File: src/rtl/rmbd_pkg.sv
// Package for the RGBA mipmap 2x2 box downsampler.
// Holds sizes, channel widths and register codes used by rmbd_lane and the top level.
// No dependencies.
package rmbd_pkg;

   localparam int MAX_WIDTH = 1024;

   localparam int DIM_W = 11;
   localparam int CNT_W = (MAX_WIDTH > 2) ? $clog2(MAX_WIDTH) : 1;
   localparam int EXT_W = (CNT_W + 1 > DIM_W) ? CNT_W + 1 : DIM_W;
   localparam int BUF_DEPTH = (MAX_WIDTH + 1) / 2;
   localparam int ADDR_W = (BUF_DEPTH > 1) ? $clog2(BUF_DEPTH) : 1;

   localparam int NUM_CH = 4;
   localparam int CH_W = 8;
   localparam int PAIR_W = CH_W + 1;
   localparam int QUAD_W = CH_W + 2;
   localparam int ROW_W = NUM_CH * PAIR_W;

   localparam int CSR_DATA_W = 32;
   localparam int CSR_ADDR_W = 3;

   localparam logic [DIM_W-1:0] WIDTH_RESET = DIM_W'(1024);
   localparam logic [DIM_W-1:0] HEIGHT_RESET = DIM_W'(1024);

   typedef enum logic {
      REG_IMAGE_WIDTH  = 1'b0,
      REG_IMAGE_HEIGHT = 1'b1
   } reg_index_type;

   typedef logic [CH_W-1:0] chan_type;
   typedef logic [PAIR_W-1:0] pair_type;

   function automatic logic [EXT_W-1:0] clamp_dim(input logic [DIM_W-1:0] v);
      logic [EXT_W-1:0] e;
      e = EXT_W'(v);
      if (e > EXT_W'(MAX_WIDTH)) begin
         e = EXT_W'(MAX_WIDTH);
      end
      if (e == '0) begin
         e = EXT_W'(1);
      end
      return e;
   endfunction

endpackage

File: src/rtl/rmbd_lane.sv
// One color channel lane of the box filter: horizontal pair sum and the
// final four-value sum truncated to the average. Depends on rmbd_pkg.
module rmbd_lane (
   input  rmbd_pkg::chan_type left_byte,
   input  rmbd_pkg::chan_type right_byte,
   output rmbd_pkg::pair_type pair_sum,
   input  rmbd_pkg::pair_type lower_pair,
   input  rmbd_pkg::pair_type upper_pair,
   output rmbd_pkg::chan_type avg
);
   import rmbd_pkg::*;

   logic [QUAD_W-1:0] quad_sum;

   assign pair_sum = PAIR_W'(left_byte) + PAIR_W'(right_byte);
   assign quad_sum = QUAD_W'(lower_pair) + QUAD_W'(upper_pair);
   assign avg = quad_sum[QUAD_W-1:2];

endmodule

File: config.mk
export PLATFORM = sky130hd
export DESIGN_NAME = rmbd_lane
export DESIGN_NICKNAME = d
export VERILOG_FILES = /design/src/rtl/rmbd_pkg.sv /design/src/rtl/rmbd_lane.sv
export SDC_FILE = /design/constraint.sdc
export NUM_CORES = 1
export LEC_CHECK = 0
export BUFFER_PORTS_ARGS = -buffer_cell sky130_fd_sc_hd__buf_4
export CAP_MARGIN = 30
export CORE_MARGIN = 2
export CORE_UTILIZATION = 42
export DETAILED_ROUTE_END_ITERATION = 7
export MAX_ROUTING_LAYER = met4
export PLACE_DENSITY = 0.94
export SYNTH_ARGS = -nofsm -noshare
export SYNTH_HDL_FRONTEND = slang
export SYNTH_SLANG_ARGS = --single-unit
File: constraint.sdc
create_clock -name vclk -period 1.9
set_input_delay 0.19 -clock vclk [all_inputs]
set_output_delay 0.19 -clock vclk [all_outputs]
set_load 0.02 [all_outputs]
==> results.py <==
metrics = {
    "global_routing": {
        "track_usage_pct": 20.46,
        "antenna_found_initial": 0,
        "grt.overflow.total": 0,
        "grt_pass1_vias": 788,
        "grt_max_degree": 8,
        "grt_pass1_wl_um": 2994,
    },
    "detailed_routing": {
        "via_count": 838,
        "wirelength_um": 1911,
        "route.detailed.vias_per_inst": 5.513,
        "antenna_left": 0,
        "first_pass_iters": 4,
        "wl_per_cell_um": 12.57,
        "route.detailed.drc": 0,
        "drtIter0Drc": 12,
    },
    "timing": {
        "tightest_slew_ps": 387.8,
        "finalHoldViolCount": 0,
        "slew_headroom_pct": 74.15,
        "holdWs_ps": 703.9,
        "drv_slew": 0,
        "period_minus_slack_ps": 1836,
        "rsz0062_at_grt": "no",
        "setup_viol": 0,
        "setup_ws_ps": 64.20,
        "fin_crit_sh_pct": 96.62,
        "max_freq_mhz": 544.7,
    },
    "placed_design": {
        "detailed_place_hpwl_um": 1639,
        "gp_congestion": 0.8006,
        "pre_cts_ws_ps": -102.7,
        "dp.cells": 151,
        "placed_area_sq_um": 1045,
        "io_buffers": 51,
    },
    "final_layout": {
        "nClkBuffers": 0,
        "drive_gt1_share_pct": 43.38,
        "fin_cells": 152,
        "areaGrowthSynthToFinish_pct": 68.84,
        "seq_cells": 0,
        "nFillCells": 109,
        "layout.nets": 189,
        "antenna_cells": 0,
        "fin_area_sq_um": 1071,
        "seq_area_sq_um": 0,
        "multi_input_area_sq_um": 630.6,
    },
    "yosys": {
        "synth_seq_area_share_pct": 0,
        "syn_inst": 83,
        "syn_nets": 134,
        "syn_area_sq_um": 634.4,
        "syn-mean-instance-area_sq_um": 7.643,
        "yosys.cell_types.count": 28,
        "yosysWarnings": 0,
    },
    "floorplan": {
        "initial_core_util_pct": 43.63,
        "core_area_sq_um": 1454,
        "die-area_sq_um": 1837,
        "ioPinCount": 51,
        "fp.dieH_um": 42.87,
        "dieWidth_um": 42.87,
        "fp-row-count": 14,
    },
    "pwr": {
        "irDropWorstVdd_uv": 241.9,
        "p_leak_nw": 0.5462,
        "power_w": 0.0004728,
        "p_per_area_nw_per_um2": 441.4,
    },
    "worst_setup_path": {
        "critPathTopFamily": "compound AO/OA/AOI/OAI gates",
        "slowest_delay_ps": 330,
        "worst-path-buf-inv": 3,
        "crit_type": "primary input to output pin",
        "critPathMostFrequentCell": "buf_4",
        "start_kind": "primary input",
        "cp.arrival_ps": 1650,
        "crit_fanout": 2,
        "worstPathCellList": "buf_4 -> ha_4 -> fa_2 -> a21o_1 -> a21oi_2 -> buf_4 -> o21a_1 -> a21oi_1 -> buf_4",
        "crit_path_top_delay_cell": "fa_2",
        "crit_required_ps": 1710,
        "worstSetupEndpointType": "output pin",
    },
    "flow_run": {
        "drv_cap": 0,
    },
    "min_path": {
        "hold_path.class": "primary input to output pin",
    },
    "status": {
        "outcome": "finished, final reports clean",
    },
}
==> power breakdown <==
part           total (W)  internal [W]  leakage (nW)  switching (W)
combinational   0.000473      0.000229         0.546       0.000244
clock                  0             0             0              0
sequential             0             0             0              0
==> worst paths after layout <==
path                           from          end  slack (ps)  cells after the start
worst min-delay path  right_byte[0]  pair_sum[0]         700                      3
worst max-delay path   left_byte[0]  pair_sum[8]          60                      9
==> area by class of cell <==
cell class	instances	area share [%]
Tap cell	16	1.869
Timing Repair Buffer	53	37.15
Multi-Input combinational cell	77	58.88
Inverter	6	2.103
==> through the flow <==
step | TNS [ps] | util [%]
final | 0 | 73.67
after global routing | 0 | 73.67
after CTS | 0 | 72.98
after detailed placement | -203.4 | 71.86
after global placement | -42.22 | 71.86
after floorplan | 0 | -
==> routing by layer <==
metal	global-route usage [%]	part of all wire [%]	routed length (um)	vias up
met5	-	0	0	-
met4	5.000	2.1	41	0
met3	2.553	11	209	6
met2	40.30	50	946	47
met1	20.81	37	713	365
li1	-	-	-	420
==> logic make-up (layout without fill, tap and decap cells) <==
family	Yosys count	after routing	share of synthesized area (%)
simple gates	25	25	20.12
compound gates	24	24	26.43
fa+ha+maj	17	17	34.71
xor+xnor	11	11	15.19
buf+inv	6	59	3.550
==> tightest hold or removal path, stage by stage <==
cell	delay [ps]
buf_4	90
ha_4	110
buf_4	130
==> what timing repair did <==
action                                 CTS  global route
setup buffers                            1             0
endpoints found under the hold margin    0             0
pin swaps                                1             3
hold buffers                             0             0
setup endpoints to repair                3             2
resized for setup                        3             1
==> placed cells by master (no fill, tap or decap), types with 2 or more instances in the layout <==
master    Yosys  routed
a21o_1        2       2
a21oi_1       7       6
a21oi_2       1       2
and3_1        2       2
buf_4         0      53
ha_1         16      15
inv_1         6       6
nand2_1       4       4
nand3_1       6       6
nor2_1        3       3
nor3_1        4       4
o211ai_1      4       4
o21bai_1      2       2
or3_1         2       2
xnor2_1       6       6
xor2_1        5       5
==> synth_stat cells (all sizes together) (2+ instances only) <==
library cell,number,area share (%)
o21ai,2,1.6
o21bai,2,2.4
nor3,4,3.2
nor2,3,1.8
a221oi,2,3.7
a21oi,8,6.9
xnor2,6,8.3
ha,16,32
inv,6,3.6
a21o,2,2.4
or3,2,2.0
xor2,5,6.9
nand3,6,4.7
nand2,4,2.4
o211ai,4,4.7
and3,2,2.0
No activity file was read; power rests on OpenSTA's default activity.
